==> src/sv/alm_pkg.sv <==
`timescale 1ns / 1ps

package alm_pkg;

    // Default widths of the block.
    localparam int DEF_SAMPLE_BITS   = 24;
    localparam int DEF_COEFF_BITS    = 30;
    localparam int DEF_INTERVAL_BITS = 16;

    // Configuration channel.
    localparam int CFG_IDX_BITS  = 3;
    localparam int CFG_DATA_BITS = 32;

    localparam logic [CFG_IDX_BITS-1:0] REG_MODE      = 3'd0;
    localparam logic [CFG_IDX_BITS-1:0] REG_ATTACK    = 3'd1;
    localparam logic [CFG_IDX_BITS-1:0] REG_RELEASE   = 3'd2;
    localparam logic [CFG_IDX_BITS-1:0] REG_MS_COEFF  = 3'd3;
    localparam logic [CFG_IDX_BITS-1:0] REG_INTERVAL  = 3'd4;

    // Meter modes.
    localparam int MODE_BITS = 3;
    typedef logic [MODE_BITS-1:0] t_mode;
    localparam t_mode MODE_VU       = 3'd0;
    localparam t_mode MODE_PPM      = 3'd1;
    localparam t_mode MODE_PEAK     = 3'd2;
    localparam t_mode MODE_HEADROOM = 3'd3;
    localparam t_mode MODE_FAST_DC  = 3'd4;
    localparam t_mode MODE_AVG_DC   = 3'd5;
    localparam t_mode MODE_RMS      = 3'd6;
    localparam t_mode MODE_CLIP     = 3'd7;

    // Reset values of the registers.
    localparam logic [31:0] RST_ATTACK   = 32'd0;
    localparam logic [31:0] RST_RELEASE  = 32'd1072996644;
    localparam logic [31:0] RST_MS_COEFF = 32'd1059772443;
    localparam logic [31:0] RST_INTERVAL = 32'd4785;

    // Shared multiplier and arithmetic constants.
    localparam int MUL_BITS   = 32;
    localparam int MAG_BITS   = 64;
    localparam int LOG_FRAC   = 24;
    localparam int READ_BITS  = 32;
    localparam int DB_RSH     = 36;
    localparam logic [MUL_BITS-1:0] DB_PER_OCTAVE_Q28 = 32'd1616142483;
    localparam logic signed [READ_BITS-1:0] DB_FLOOR  = -32'sd10485760;
    localparam logic signed [READ_BITS-1:0] DB_VU_OFS = 32'sd196608;

endpackage

==> src/sv/alm_sqrt.sv <==
`timescale 1ns / 1ps

module alm_sqrt #(
    parameter int SAMPLE_BITS = alm_pkg::DEF_SAMPLE_BITS
) (
    input  logic                       i_clk,
    input  logic                       i_rst_n,
    input  logic                       i_start,
    input  logic [2*SAMPLE_BITS-1:0]   i_value,
    output logic                       o_done,
    output logic [SAMPLE_BITS-1:0]     o_root
);
    localparam int CW = $clog2(SAMPLE_BITS + 1);

    logic                     r_busy;
    logic [CW-1:0]            r_cnt;
    logic [2*SAMPLE_BITS-1:0] r_val;
    logic [SAMPLE_BITS+1:0]   r_rem;
    logic [SAMPLE_BITS-1:0]   r_root;
    logic                     r_done;

    logic [SAMPLE_BITS+1:0]   n_rem;
    logic [SAMPLE_BITS+1:0]   trial;

    // One result bit per cycle: bring down two bits, try root*4+1.
    always_comb begin
        n_rem = {r_rem[SAMPLE_BITS-1:0], r_val[2*SAMPLE_BITS-1 -: 2]};
        trial = {r_root, 2'b01};
    end

    always_ff @(posedge i_clk) begin
        if (!i_rst_n) begin
            r_busy <= 1'b0;
            r_done <= 1'b0;
            r_cnt  <= '0;
        end else begin
            r_done <= 1'b0;
            if (i_start) begin
                r_busy <= 1'b1;
                r_cnt  <= '0;
                r_val  <= i_value;
                r_rem  <= '0;
                r_root <= '0;
            end else if (r_busy) begin
                r_val <= r_val << 2;
                if (n_rem >= trial) begin
                    r_rem  <= n_rem - trial;
                    r_root <= {r_root[SAMPLE_BITS-2:0], 1'b1};
                end else begin
                    r_rem  <= n_rem;
                    r_root <= {r_root[SAMPLE_BITS-2:0], 1'b0};
                end
                r_cnt <= r_cnt + 1'b1;
                if (r_cnt == CW'(SAMPLE_BITS - 1)) begin
                    r_busy <= 1'b0;
                    r_done <= 1'b1;
                end
            end
        end
    end

    assign o_done = r_done;
    assign o_root = r_root;

endmodule

==> config.mk <==
export PLATFORM = sky130hd
export DESIGN_NAME = alm_sqrt
export DESIGN_NICKNAME = d
export VERILOG_FILES = /design/src/sv/alm_pkg.sv /design/src/sv/alm_sqrt.sv
export SDC_FILE = /design/constraint.sdc
export NUM_CORES = 1
export LEC_CHECK = 0
export BUFFER_PORTS_ARGS = -buffer_cell sky130_fd_sc_hd__buf_2
export CAP_MARGIN = 25
export CORE_MARGIN = 8
export CORE_UTILIZATION = 45
export DETAILED_ROUTE_END_ITERATION = 6
export GPL_ROUTABILITY_DRIVEN = 0
export PLACE_DENSITY = 0.72
export SYNTH_ARGS = -nofsm -noshare
export SYNTH_HDL_FRONTEND = slang
export SYNTH_SLANG_ARGS = --single-unit
==> constraint.sdc <==
create_clock -name i_clk -period 4.6 [get_ports i_clk]
set_input_delay 0.46 -clock i_clk [delete_from_list [all_inputs] [get_ports i_clk]]
set_output_delay 0.46 -clock i_clk [all_outputs]
set_load 0.02 [all_outputs]
## Word level (Yosys, flattened, before mapping)

Cells that the tools add are included.
Widths: inputs -> output; s select.

| word-level totals | value |
|---|---|
| register bits | 103 |
| bits of input ports | 51 |
| output and inout bits | 25 |
| logic and storage cells | 26 |

| operators by class | value |
|---|---|
| $add $sub $neg | 2 |
| $lt $le $gt $ge | 1 |
| eq/ne operators | 1 |
| mux-type cells | 10 |
| bitwise logic cells | 2 |
| reductions and logical operators | 4 |

Operators with widths:

| operator | count |
|---|---|
| $mux 48 | 2 |
| $mux 24 | 3 |
| $ge 26x26->1 | 1 |
| $sub 24x24->24 | 1 |
| $add 5x1->5 const B | 1 |
| $eq 5x5->1 const B | 1 |
| $mux 1 | 5 |
| $reduce_or 3->1 | 1 |
| $not 1->1 | 2 |
| $reduce_and 2->1 | 1 |
| $reduce_bool 2->1 | 1 |
| $reduce_or 2->1 | 1 |

## Logic depth before layout (Yosys ltp)

Gate-level depths: netlist of run 1.

| depth | value |
|---|---|
| depth after elaboration | 4 |
| mapped depth | 13 |

## Worst setup path after synthesis of run 1

OpenSTA, ideal clock, no wires.

| path | value |
|---|---|
| path type | input -> register |
| start point | in i_start |
| end point | reg r_root[0], in the netlist o_root[0] (enable) |
| setup time | 0.463 ns |
| data arrival time | 3.277 ns |
| data required time | 4.137 ns |
| path slack | 0.860 ns |
| stages on the path | 3 |
| buffers on the path | 2 |
| cell sequence | clkbuf_1 clkbuf_1 o21a_1 |

| between the ends | value |
|---|---|
| word-level cells in the longest chain between the ends | 2 |

RTL lines:

| element | RTL line | RTL |
|---|---|---|
| start, declared | alm_sqrt.sv:8 | `input logic i_start,` |
| $reduce_bool 2->1 (no source line) | n/a |  |
| $reduce_and 2->1 (no source line) | n/a |  |
| end signal, assigned | alm_sqrt.sv:48 | `r_root <= {r_root[SAMPLE_BITS-2:0], 1'b1};` |
| end signal, assigned | alm_sqrt.sv:51 | `r_root <= {r_root[SAMPLE_BITS-2:0], 1'b0};` |
| end, declared | alm_sqrt.sv:19 | `logic [SAMPLE_BITS-1:0] r_root;` |

Every way passes these cells.
A chain may end at the register's enable or synchronous reset.

## Final worst setup path of run 1

| path | value |
|---|---|
| start point | reg r_root[5], in the netlist o_root[5] |
| end point | reg r_rem[2] (data pin) |

| between the ends | value |
|---|---|
| word-level cells in the longest chain between the ends | 3 |

RTL lines:

| element | RTL line | RTL |
|---|---|---|
| $ge 26x26->1 | alm_sqrt.sv:46 | `if (n_rem >= trial) begin` |
| $mux 24 | alm_sqrt.sv:46 |  |
| $mux 24 | alm_sqrt.sv:44 | `end else if (r_busy) begin` |
| end signal, assigned | alm_sqrt.sv:47 | `r_rem <= n_rem - trial;` |
| end signal, assigned | alm_sqrt.sv:50 | `r_rem <= n_rem;` |
| end, declared | alm_sqrt.sv:18 | `logic [SAMPLE_BITS+1:0] r_rem;` |

Every way passes these cells. The select of a mux whose other input is x is not followed.

==> results of run 1 <==
[metal layers]
metal	up-vias	part of all wire (%)	track usage (%)
met5	-	0.075	0
met4	2	1.5	4.90
met3	16	8.0	6.07
met2	77	48	22.6
met1	1712	43	15.3
li1	1792	-	-
[power breakdown]
part	internal, mW	switching, mW
Combinational	0.213	0.270
Clock	0.430	0.354
Sequential	1.11	0.0269
Total	1.75	0.651
[worst max path at each step]
stage | start | to | cells after the start
global route | o_root[0] | r_rem[12] | 11
floorplan | i_start | o_root[0] | 3
detailed placement | o_root[5] | r_rem[2] | 11
global placement | o_root[8] | r_rem[18] | 11
finish | o_root[5] | r_rem[2] | 11
CTS | o_root[5] | r_rem[2] | 11
[critical path, cell delays in order (launching register included)]
cell                       delay (ns)
sky130_fd_sc_hd__edfxtp_1        0.35
sky130_fd_sc_hd__inv_1           0.06
sky130_fd_sc_hd__ha_1            0.39
sky130_fd_sc_hd__and4_1          0.26
sky130_fd_sc_hd__and3_1          0.19
sky130_fd_sc_hd__a21oi_2         0.20
sky130_fd_sc_hd__o211a_4         0.20
sky130_fd_sc_hd__a31oi_4         0.10
sky130_fd_sc_hd__a21oi_2         0.14
sky130_fd_sc_hd__buf_4           0.40
sky130_fd_sc_hd__mux2i_1         0.29
sky130_fd_sc_hd__nor2_1          0.06
[layout make-up]
| type | instances | area [um2] | share of cell area [%] |
|---|---|---|---|
| Clock inverter | 7 | 77.6 | 1.23 |
| Sequential cell | 103 | 3020 | 48.0 |
| Clock buffer | 9 | 225 | 3.57 |
| Tap cell | 147 | 184 | 2.92 |
| Multi-Input combinational cell | 303 | 2270 | 36.0 |
| Timing Repair Buffer | 79 | 408 | 6.47 |
| Inverter | 30 | 113 | 1.79 |
[cells in the final DEF (no fill, tap or decap), drive strengths merged, types with 2 or more instances in the layout]
cell type,count
edfxtp,96
buf,79
nor2,61
mux2,46
inv,34
a21oi,29
ha,27
mux2i,21
nand2,15
xnor2,15
o21ai,9
clkbuf,9
xor2,8
nor3,7
nand3,7
nand4,7
a21o,7
dfxtp,7
o21a,5
and2,4
nor2b,4
and3,4
a31oi,4
o211ai,3
and4,2
or2,2
a21boi,2
clkinv,2
[registers in the layout, indices dropped and copies added (netlist names)]
| name | flops |
|---|---|
| o_done | 1 |
| r_rem | 24 |
| r_val | 48 |
| r_cnt | 5 |
| r_busy | 1 |
| o_root | 24 |
[kinds of logic (layout without fill, tap and decap cells)]
group	after synthesis	count (layout)	synth area share (%)
AND/OR/NAND/NOR	119	119	9.90
buffers and inverters	49	125	4.24
XOR/XNOR	23	23	3.65
adder cells (fa/ha/maj)	27	27	6.12
flip-flops	103	103	54.8
AO/OA/AOI/OAI	67	67	8.14
multiplexers	67	67	13.2
==> impl_metrics.xml, run 1 <==
<?xml version="1.0" encoding="UTF-8"?>
<metrics>
  <group name="clock_tree">
    <metric name="clk_root_buffer_cell" unit="">sky130_fd_sc_hd__clkbuf_16</metric>
    <metric name="post_cts_buffers" unit="">0</metric>
    <metric name="cts_inserted_buffers" unit="">9</metric>
    <metric name="post_cts_resized" unit="">0</metric>
    <metric name="clock_latency" unit="ns">0.36</metric>
    <metric name="holdBufCountCts" unit="">0</metric>
    <metric name="cts_tree" unit="">done</metric>
    <metric name="clock_tree.htree_level_count" unit="">3</metric>
    <metric name="clock_sinks" unit="">103</metric>
    <metric name="clock_tree.buffer_depth" unit="">2</metric>
    <metric name="worst_setup_hold_path_clk_slew" unit="ns">0.07</metric>
  </group>
  <group name="route">
    <metric name="detail_route.wl_per_cell" unit="um">15.8</metric>
    <metric name="detail_route.vias_per_cell" unit="">5.31</metric>
    <metric name="totalWireLength" unit="um">10700</metric>
    <metric name="drtIter0Drc" unit="">171</metric>
    <metric name="drcViolationCount" unit="">0</metric>
    <metric name="ant_nets" unit="">0</metric>
    <metric name="firstDrtPassIters" unit="">4</metric>
    <metric name="via_count" unit="">3599</metric>
  </group>
  <group name="logic_synthesis">
    <metric name="post_synth.cell_area_avg" unit="um2">12.1</metric>
    <metric name="synth_flop_cell" unit="">sky130_fd_sc_hd__edfxtp_1</metric>
    <metric name="synthTopCellsByCount" unit="">96 x sky130_fd_sc_hd__edfxtp_1, 61 x sky130_fd_sc_hd__nor2_1, 46 x sky130_fd_sc_hd__mux2_2, 30 x sky130_fd_sc_hd__inv_1, 27 x sky130_fd_sc_hd__ha_1</metric>
    <metric name="synth_async_sr_flop_share" unit="%">0</metric>
    <metric name="synth.cell_area" unit="um2">5520</metric>
    <metric name="yosys-top-cells-area" unit="">sky130_fd_sc_hd__edfxtp_1 52%, sky130_fd_sc_hd__mux2_2 9.4%, sky130_fd_sc_hd__ha_1 6.1%, sky130_fd_sc_hd__nor2_1 4.1%, sky130_fd_sc_hd__mux2i_1 3.8%</metric>
    <metric name="synthDistinctLibCells" unit="">46</metric>
    <metric name="synth_enable_flop_cells" unit="">96</metric>
    <metric name="synthesis.instances" unit="">455</metric>
    <metric name="synth_most_common_cell" unit="">sky130_fd_sc_hd__edfxtp_1</metric>
    <metric name="synth.yosys.seq_area_share" unit="%">54.8</metric>
    <metric name="post-synth-top-area-cell" unit="">sky130_fd_sc_hd__edfxtp_1</metric>
    <metric name="syn-num-nets" unit="">533</metric>
    <metric name="ys_ff_latch" unit="">103</metric>
    <metric name="synth_top_area_share" unit="%">52.2</metric>
    <metric name="ys_warn_count" unit="">0</metric>
  </group>
  <group name="die">
    <metric name="floorplan.rows" unit="">40</metric>
    <metric name="dieHeight" unit="um">127</metric>
    <metric name="design.die.area" unit="um2">16100</metric>
    <metric name="fp.dieW" unit="um">127</metric>
    <metric name="core_region_area" unit="um2">12000</metric>
    <metric name="floorplan.initialDensity" unit="%">46.0</metric>
    <metric name="ios" unit="">76</metric>
  </group>
  <group name="placement">
    <metric name="number_of_port_buffers" unit="">75</metric>
    <metric name="dp_area" unit="um2">6000</metric>
    <metric name="place_worst_setup_slack" unit="ns">1.68</metric>
    <metric name="dpl.cell_count" unit="">662</metric>
    <metric name="post-dp-hpwl" unit="um">7680</metric>
  </group>
  <group name="setup_path">
    <metric name="critPathKind" unit="">reg -&gt; reg</metric>
    <metric name="crit_required" unit="ns">4.68</metric>
    <metric name="reg2reg_slack" unit="ns">1.67</metric>
    <metric name="r2r_depth" unit="">11</metric>
    <metric name="regToRegStartpoint" unit="">o_root[5]</metric>
    <metric name="worst_r2r_endpoint" unit="">r_rem[2]</metric>
    <metric name="crit_path_end_kind" unit="">flop</metric>
    <metric name="worstSetupStartpointType" unit="">flop</metric>
    <metric name="worst-endpoint-arrival" unit="ns">3.01</metric>
    <metric name="worstPathMaxFanout" unit="">28</metric>
  </group>
  <group name="run">
    <metric name="drv_cap" unit="">0</metric>
  </group>
  <group name="global_routing">
    <metric name="grt_start_max_net_pins" unit="">75</metric>
    <metric name="grt_first_pass_wirelength" unit="um">17700</metric>
    <metric name="antenna_found_initial" unit="">1</metric>
    <metric name="grt_pass1_vias" unit="">3700</metric>
    <metric name="grt.overflow.total" unit="">0</metric>
    <metric name="global_routing_usage_summed_across_all_routing_layers" unit="%">13.6</metric>
  </group>
  <group name="layout">
    <metric name="layout.nets" unit="">604</metric>
    <metric name="syn2layout_area_growth" unit="%">14.1</metric>
    <metric name="utilization" unit="%">52.5</metric>
    <metric name="final_layout_size_suffix_gt1_share" unit="%">28.4</metric>
    <metric name="final.fill_count" unit="">1051</metric>
    <metric name="layoutNonFillerInstCount" unit="">678</metric>
    <metric name="diodes" unit="">0</metric>
    <metric name="fin_area" unit="um2">6300</metric>
  </group>
  <group name="timing">
    <metric name="tns_setup" unit="ns">0</metric>
    <metric name="layout_setup_ws" unit="ns">1.67</metric>
    <metric name="max_slew_headroom_at_the_worst_pin" unit="%">47.3</metric>
    <metric name="setup-violations-final" unit="">0</metric>
    <metric name="maxClockFrequency" unit="MHz">341</metric>
    <metric name="finalHoldViolations" unit="">0</metric>
    <metric name="fin_crit_sh" unit="%">63.7</metric>
    <metric name="tightest_slew" unit="ns">0.790</metric>
    <metric name="layout_min_cycle_time" unit="ns">2.93</metric>
    <metric name="max_slew_violation_count" unit="">0</metric>
    <metric name="hold_ws" unit="ns">0.390</metric>
    <metric name="grt_setup_unrepaired" unit="">false</metric>
    <metric name="clock_skew" unit="ns">0.00836</metric>
  </group>
  <group name="min_path">
    <metric name="whs_endpoint" unit="">r_val[0]</metric>
    <metric name="worstHoldPathType" unit="">in -&gt; reg</metric>
    <metric name="min_from" unit="">i_value[0]</metric>
    <metric name="hold-path-cell-count" unit="">2</metric>
  </group>
  <group name="pwr">
    <metric name="finalPower" unit="mW">2.40</metric>
    <metric name="vdd.ir_drop.worst" unit="mV">0.323</metric>
    <metric name="power.density" unit="nW/um2">381</metric>
    <metric name="total_leakage_power" unit="nW">2.58</metric>
  </group>
  <group name="run_status">
    <metric name="run_status" unit="">finished, final reports clean</metric>
  </group>
</metrics>
Power figures use the tool's default switching activity.
==> run 2: changes to the inputs <==
ABC_AREA = 1   (was unset)
PLACE_DENSITY = 0.74   (was 0.72)
clock period = 2.4 ns   (was 4.6 ns; I/O delays follow)
==> run 2 against run 1 <==
Effect of this change: global-route usage is 2.7 points higher; sequential power grew 91%; total power up 96%; cell count rose by 58%; via count increased by 44%; synthesized cell count rose by 78%; flip-flop and latch count unchanged; critical endpoint is now r_rem[17].
==> impl_metrics.xml, run 2 <==
<?xml version="1.0" encoding="UTF-8"?>
<metrics>
  <group name="logic_synthesis">
    <metric name="yosys-top-cells-area" unit="">sky130_fd_sc_hd__edfxtp_1 46%, sky130_fd_sc_hd__nand2_1 20%, sky130_fd_sc_hd__inv_1 7.1%, sky130_fd_sc_hd__nor2_1 5.9%, sky130_fd_sc_hd__ha_1 5.4%</metric>
    <metric name="synth.yosys.seq_area_share" unit="%">48.7</metric>
    <metric name="post_synth.cell_area_avg" unit="um2">7.66</metric>
    <metric name="synth_most_common_cell" unit="">sky130_fd_sc_hd__nand2_1</metric>
    <metric name="synth_enable_flop_cells" unit="">96</metric>
    <metric name="synth_async_sr_flop_share" unit="%">0</metric>
    <metric name="synthesis.instances" unit="">810</metric>
    <metric name="ys_warn_count" unit="">0</metric>
    <metric name="post-synth-top-area-cell" unit="">sky130_fd_sc_hd__edfxtp_1</metric>
    <metric name="synth_flop_cell" unit="">sky130_fd_sc_hd__edfxtp_1</metric>
    <metric name="synthTopCellsByCount" unit="">338 x sky130_fd_sc_hd__nand2_1, 117 x sky130_fd_sc_hd__inv_1, 98 x sky130_fd_sc_hd__nor2_1, 96 x sky130_fd_sc_hd__edfxtp_1, 27 x sky130_fd_sc_hd__ha_1</metric>
    <metric name="ys_ff_latch" unit="">103</metric>
    <metric name="synth_top_area_share" unit="%">46.5</metric>
    <metric name="syn-num-nets" unit="">888</metric>
    <metric name="synth.cell_area" unit="um2">6210</metric>
    <metric name="synthDistinctLibCells" unit="">31</metric>
  </group>
  <group name="route">
    <metric name="detail_route.wl_per_cell" unit="um">13.1</metric>
    <metric name="totalWireLength" unit="um">14100</metric>
    <metric name="via_count" unit="">5182</metric>
    <metric name="drcViolationCount" unit="">0</metric>
    <metric name="detail_route.vias_per_cell" unit="">4.84</metric>
    <metric name="firstDrtPassIters" unit="">4</metric>
    <metric name="ant_nets" unit="">0</metric>
    <metric name="drtIter0Drc" unit="">291</metric>
  </group>
  <group name="timing">
    <metric name="layout_setup_ws" unit="ns">0.159</metric>
    <metric name="hold_ws" unit="ns">0.141</metric>
    <metric name="max_slew_headroom_at_the_worst_pin" unit="%">53.4</metric>
    <metric name="max_slew_violation_count" unit="">0</metric>
    <metric name="maxClockFrequency" unit="MHz">446</metric>
    <metric name="setup-violations-final" unit="">0</metric>
    <metric name="tightest_slew" unit="ns">0.698</metric>
    <metric name="finalHoldViolations" unit="">0</metric>
    <metric name="layout_min_cycle_time" unit="ns">2.24</metric>
    <metric name="fin_crit_sh" unit="%">93.4</metric>
    <metric name="grt_setup_unrepaired" unit="">false</metric>
    <metric name="clock_skew" unit="ns">0.00864</metric>
  </group>
  <group name="setup_path">
    <metric name="kind_of_cell_adding_the_most_delay_to_the_critical_path" unit="">simple AND/OR/NAND/NOR gates</metric>
    <metric name="cp_cell_sequence" unit="">ha_1 &gt; nand2_1 &gt; inv_2 &gt; nand2_1 &gt; nand2_1 &gt; nand2_1 &gt; nand2_1 &gt; a21oi_4 &gt; nand3_4 &gt; nand2_2 &gt; nand2_1 &gt; nand2_1 &gt; inv_1</metric>
    <metric name="crit_required" unit="ns">2.51</metric>
    <metric name="worstPathMaxFanout" unit="">9</metric>
    <metric name="crit_path_top_delay_cell" unit="">sky130_fd_sc_hd__edfxtp_1</metric>
    <metric name="cp_common_cell" unit="">sky130_fd_sc_hd__nand2_1</metric>
    <metric name="critPathKind" unit="">reg -&gt; reg</metric>
    <metric name="worst-endpoint-arrival" unit="ns">2.35</metric>
    <metric name="crit_path_buf_inv_count" unit="">2</metric>
    <metric name="crit_path_end_kind" unit="">flop</metric>
    <metric name="critical_path.max_stage_delay" unit="ns">0.42</metric>
    <metric name="worstSetupStartpointType" unit="">flop</metric>
  </group>
  <group name="clock_tree">
    <metric name="holdBufCountCts" unit="">0</metric>
    <metric name="clock_sinks" unit="">103</metric>
    <metric name="clock_tree.htree_level_count" unit="">3</metric>
    <metric name="clk_root_buffer_cell" unit="">sky130_fd_sc_hd__clkbuf_16</metric>
    <metric name="worst_setup_hold_path_clk_slew" unit="ns">0.07</metric>
    <metric name="cts_tree" unit="">done</metric>
    <metric name="clock_latency" unit="ns">0.35</metric>
    <metric name="cts_inserted_buffers" unit="">9</metric>
    <metric name="clock_tree.buffer_depth" unit="">2</metric>
  </group>
  <group name="global_routing">
    <metric name="grt.overflow.total" unit="">0</metric>
    <metric name="grt_pass1_vias" unit="">5127</metric>
    <metric name="grt_start_max_net_pins" unit="">73</metric>
    <metric name="antenna_found_initial" unit="">0</metric>
    <metric name="grt_first_pass_wirelength" unit="um">23700</metric>
    <metric name="global_routing_usage_summed_across_all_routing_layers" unit="%">16.4</metric>
  </group>
  <group name="layout">
    <metric name="largest_reg_flops" unit="">48</metric>
    <metric name="final.fill_count" unit="">1327</metric>
    <metric name="layout.nets" unit="">964</metric>
    <metric name="multi_input_gate_area_in_the_final_layout" unit="um2">2650</metric>
    <metric name="final_layout_size_suffix_gt1_share" unit="%">14.1</metric>
    <metric name="regMostFlops" unit="">r_val</metric>
    <metric name="diodes" unit="">0</metric>
    <metric name="syn2layout_area_growth" unit="%">14.7</metric>
    <metric name="mostFrequentLayoutCell" unit="">sky130_fd_sc_hd__nand2_1</metric>
    <metric name="most-common-layout-cells" unit="">337 x sky130_fd_sc_hd__nand2_1, 116 x sky130_fd_sc_hd__inv_1, 96 x sky130_fd_sc_hd__edfxtp_1</metric>
    <metric name="regArea" unit="um2">3020</metric>
    <metric name="utilization" unit="%">52.1</metric>
  </group>
  <group name="placement">
    <metric name="place_worst_setup_slack" unit="ns">0.108</metric>
    <metric name="post-dp-hpwl" unit="um">10400</metric>
    <metric name="number_of_port_buffers" unit="">75</metric>
  </group>
  <group name="pwr">
    <metric name="pwr-share-seq" unit="%">46.3</metric>
    <metric name="power.density" unit="nW/um2">663</metric>
    <metric name="intPower" unit="mW">3.25</metric>
    <metric name="swShare" unit="%">31.2</metric>
    <metric name="switchingPower" unit="mW">1.47</metric>
    <metric name="total_leakage_power" unit="nW">3.62</metric>
    <metric name="vdd.ir_drop.worst" unit="mV">0.459</metric>
    <metric name="finalPower" unit="mW">4.72</metric>
    <metric name="comb_power_share" unit="%">24.7</metric>
    <metric name="clockPowerShare" unit="%">29.0</metric>
  </group>
  <group name="die">
    <metric name="floorplan.rows" unit="">43</metric>
    <metric name="fp.dieW" unit="um">133</metric>
    <metric name="ios" unit="">76</metric>
    <metric name="core_region_area" unit="um2">13700</metric>
    <metric name="floorplan.initialDensity" unit="%">45.4</metric>
    <metric name="design.die.area" unit="um2">17800</metric>
    <metric name="dieHeight" unit="um">133</metric>
  </group>
  <group name="min_path">
    <metric name="worstHoldPathType" unit="">in -&gt; reg</metric>
  </group>
  <group name="run_status">
    <metric name="run_status" unit="">finished, final reports clean</metric>
  </group>
  <group name="run">
    <metric name="drv_cap" unit="">0</metric>
  </group>
</metrics>
[run 2: path summary, 6_finish.rpt]
kind / cells past startpoint / start / slack (ns) / end
setup / recovery: 13 / r_rem[18] / 0.16 / r_rem[17]
hold / removal: 3 / i_value[0] / 0.14 / r_val[0]
setup reg to reg: 13 / r_rem[18] / 0.16 / r_rem[17]
hold reg to reg: 2 / r_cnt[4] / 0.47 / r_cnt[4]
[run 2: routing by layer]
layer,up-vias,global-route usage (%),routed length (um)
met5,-,0,0
met2,164,25.6,6240
met1,2304,20.3,6310
li1,2688,-,-
met4,0,6.30,312
met3,26,5.84,1200
[run 2: tightest hold or removal path: stages]
cell and delay [ns]:
sky130_fd_sc_hd__buf_2 0.07, sky130_fd_sc_hd__nand2_1 0.04, sky130_fd_sc_hd__inv_1 0.04
[run 2: cell type report]
class,instances,share of cell area (%)
flip-flops and latches,103,42.5
multi-input cells,564,37.3
repair buffers,85,6.68
inverters,123,6.59
clock buffers,9,3.17
well taps,180,3.17
clock inverters,7,0.633
[run 2: what timing repair did]
action | in CTS | in global routing
setup endpoints to repair | 0 | 21
resized for setup | 0 | 7
setup buffers | 0 | 1
[run 2: logic make-up after synthesis]
logic type,Yosys count,share of synthesized area (%)
AOI/OAI and AO/OA,28,2.62
DFF,103,48.7
xor gates and xnor gates,13,1.83
adders and majority gates,27,5.44
buffers and inverters,143,8.99
and+or+nand+nor,496,32.4
[run 2: metrics by stage]
step	area, um2	std cells	TNS (ns)
2_1_floorplan	6240	810	-7.81
3_3_place_gp	6820	1054	0
3_5_place_dp	6820	1054	0
4_1_cts	7090	1070	0
5_1_grt	7120	1071	0
6_report	7120	1071	0
[run 2: power by group through the flow]
| stage | logic [mW] | clock network, mW | registers (mW) |
|---|---|---|---|
| 2_1_floorplan | 0.826 | 0 | 2.24 |
| 4_1_cts | 1.15 | 1.41 | 2.19 |
| 5_1_grt | 1.33 | 1.46 | 2.20 |
| 3_3_place_gp | 1.14 | 0 | 2.22 |
| 3_5_place_dp | 1.15 | 0 | 2.22 |
| 6_report | 1.16 | 1.37 | 2.18 |
==> run 3: changes to the inputs <==
BUFFER_PORTS_ARGS = unset   (was -buffer_cell sky130_fd_sc_hd__buf_2)
DONT_BUFFER_PORTS = 1   (was unset)
PLACE_DENSITY = 0.69   (was 0.74)
==> run 3 against run 2 <==
Effect of this change: non-clock buffer count is 52 lower; first-iteration DRC count is 32% higher; via count is 3.8% lower; clock power up 9%; sequential power about the same; global-route usage fell by 0.054 points; register-to-register slack worse by 0.04 ns; critical path type unchanged; critical path depth shrank 2.
==> impl_metrics.xml, run 3 (same netlist as run 2, synthesis figures left out) <==
<?xml version="1.0" encoding="UTF-8"?>
<metrics>
  <group name="run_status">
    <metric name="run_status" unit="">finished, final reports clean</metric>
  </group>
  <group name="die">
    <metric name="design.die.area" unit="um2">17800</metric>
    <metric name="core_region_area" unit="um2">13700</metric>
    <metric name="ios" unit="">76</metric>
    <metric name="dieHeight" unit="um">133</metric>
    <metric name="floorplan.rows" unit="">43</metric>
    <metric name="floorplan.initialDensity" unit="%">45.4</metric>
    <metric name="fp.dieW" unit="um">133</metric>
  </group>
  <group name="setup_path">
    <metric name="crit_path_top_delay_cell" unit="">sky130_fd_sc_hd__edfxtp_1</metric>
    <metric name="worstSetupStartpointType" unit="">flop</metric>
    <metric name="cp_common_cell" unit="">sky130_fd_sc_hd__nor2_1</metric>
    <metric name="worst-endpoint-arrival" unit="ns">2.39</metric>
    <metric name="crit_required" unit="ns">2.51</metric>
    <metric name="crit_path_buf_inv_count" unit="">2</metric>
    <metric name="kind_of_cell_adding_the_most_delay_to_the_critical_path" unit="">simple AND/OR/NAND/NOR gates</metric>
    <metric name="critPathKind" unit="">reg -&gt; reg</metric>
    <metric name="crit_path_end_kind" unit="">flop</metric>
    <metric name="critical_path.max_stage_delay" unit="ns">0.38</metric>
    <metric name="cp_cell_sequence" unit="">inv_1 &gt; ha_1 &gt; a21oi_1 &gt; nor2_1 &gt; nor2_1 &gt; nand2_1 &gt; a21oi_4 &gt; nand3_4 &gt; buf_12 &gt; nor2_1 &gt; nor2_1</metric>
    <metric name="worstPathMaxFanout" unit="">16</metric>
  </group>
  <group name="layout">
    <metric name="regMostFlops" unit="">r_val</metric>
    <metric name="largest_reg_flops" unit="">48</metric>
    <metric name="mostFrequentLayoutCell" unit="">sky130_fd_sc_hd__nand2_1</metric>
    <metric name="final.fill_count" unit="">1379</metric>
    <metric name="diodes" unit="">0</metric>
    <metric name="utilization" unit="%">50.7</metric>
    <metric name="final_layout_size_suffix_gt1_share" unit="%">8.34</metric>
    <metric name="fin_area" unit="um2">6930</metric>
    <metric name="syn2layout_area_growth" unit="%">11.6</metric>
    <metric name="most-common-layout-cells" unit="">337 x sky130_fd_sc_hd__nand2_1, 116 x sky130_fd_sc_hd__inv_1, 98 x sky130_fd_sc_hd__nor2_1</metric>
    <metric name="layout.nets" unit="">912</metric>
  </group>
  <group name="global_routing">
    <metric name="global_routing_usage_summed_across_all_routing_layers" unit="%">16.3</metric>
    <metric name="grt_first_pass_wirelength" unit="um">23400</metric>
    <metric name="grt_start_max_net_pins" unit="">79</metric>
    <metric name="antenna_found_initial" unit="">0</metric>
    <metric name="grt_pass1_vias" unit="">5021</metric>
    <metric name="grt.overflow.total" unit="">0</metric>
  </group>
  <group name="route">
    <metric name="drtIter0Drc" unit="">385</metric>
    <metric name="detail_route.wl_per_cell" unit="um">13.8</metric>
    <metric name="totalWireLength" unit="um">14000</metric>
    <metric name="firstDrtPassIters" unit="">7</metric>
    <metric name="via_count" unit="">4983</metric>
    <metric name="ant_nets" unit="">0</metric>
    <metric name="detail_route.vias_per_cell" unit="">4.89</metric>
    <metric name="drcViolationCount" unit="">0</metric>
  </group>
  <group name="timing">
    <metric name="max_slew_headroom_at_the_worst_pin" unit="%">63.9</metric>
    <metric name="tightest_slew" unit="ns">0.541</metric>
    <metric name="finalHoldViolations" unit="">0</metric>
    <metric name="setup-violations-final" unit="">0</metric>
    <metric name="grt_setup_unrepaired" unit="">false</metric>
    <metric name="layout_min_cycle_time" unit="ns">2.28</metric>
    <metric name="hold_ws" unit="ns">0.0491</metric>
    <metric name="fin_crit_sh" unit="%">95.1</metric>
    <metric name="maxClockFrequency" unit="MHz">438</metric>
    <metric name="clock_skew" unit="ns">0.00626</metric>
    <metric name="max_slew_violation_count" unit="">0</metric>
  </group>
  <group name="placement">
    <metric name="number_of_port_buffers" unit="">0</metric>
    <metric name="post-dp-hpwl" unit="um">10100</metric>
    <metric name="dp_area" unit="um2">6630</metric>
  </group>
  <group name="pwr">
    <metric name="power.density" unit="nW/um2">694</metric>
    <metric name="finalPower" unit="mW">4.80</metric>
    <metric name="total_leakage_power" unit="nW">3.45</metric>
    <metric name="vdd.ir_drop.worst" unit="mV">0.549</metric>
  </group>
  <group name="clock_tree">
    <metric name="clock_tree.buffer_depth" unit="">2</metric>
    <metric name="cts_inserted_buffers" unit="">9</metric>
    <metric name="clock_tree.htree_level_count" unit="">3</metric>
    <metric name="clock_sinks" unit="">103</metric>
    <metric name="cts_tree" unit="">done</metric>
    <metric name="worst_setup_hold_path_clk_slew" unit="ns">0.08</metric>
    <metric name="holdBufCountCts" unit="">0</metric>
    <metric name="clock_latency" unit="ns">0.36</metric>
    <metric name="clk_root_buffer_cell" unit="">sky130_fd_sc_hd__clkbuf_16</metric>
  </group>
  <group name="min_path">
    <metric name="worstHoldPathType" unit="">in -&gt; reg</metric>
  </group>
  <group name="run">
    <metric name="drv_cap" unit="">0</metric>
  </group>
</metrics>
run 3: per-stage QoR:
stage	setup slack, ns	setup TNS [ns]	instances
6_report	0.118	0	1019
5_1_grt	0.0124	0	1019
4_1_cts	0.133	0	1019
3_5_place_dp	0.148	0	1003
3_3_place_gp	0.164	0	1003
2_1_floorplan	-0.0814	-7.81	810
run 3: layer usage:
layer  up-vias  share of wire, %  global-route usage (%)
met1      2239                46                    19.6
met2       140                45                    25.8
met4         0               2.2                    7.30
li1       2578                 -                       -
met3        26               7.3                    5.80
met5         -                 0                       0
run 3: power by group:
part / total [mW] / switching, mW / internal, mW
sequential: 2.18 / 0.0534 / 2.13
clock: 1.50 / 0.696 / 0.809
combinational: 1.12 / 0.721 / 0.395
total: 4.80 / 1.47 / 3.33
run 3: path summary, 6_finish.rpt:
check             slack [ns]   endpoint       start  cells past startpoint
setup / recovery        0.12  r_rem[13]  o_root[21]                     11
hold / removal          0.05   r_val[1]  i_value[1]                      2
setup reg to reg        0.12  r_rem[13]  o_root[21]                     11
hold reg to reg         0.47   r_cnt[4]    r_cnt[4]                      2
run 3: final cells by class:
cell class	instances	area, um2	share of cell area (%)
Clock buffer	12	268	3.86
Clock inverter	4	32.5	0.470
Inverter	123	467	6.74
Multi-Input combinational cell	564	2640	38.1
Sequential cell	103	3020	43.7
Tap cell	180	225	3.25
Timing Repair Buffer	33	273	3.94
run 3: what timing repair did:
item	in CTS	in global routing
buffers inserted	0	0
hold endpoints to repair	0	0
resized for setup	0	1
setup endpoints to repair	0	2
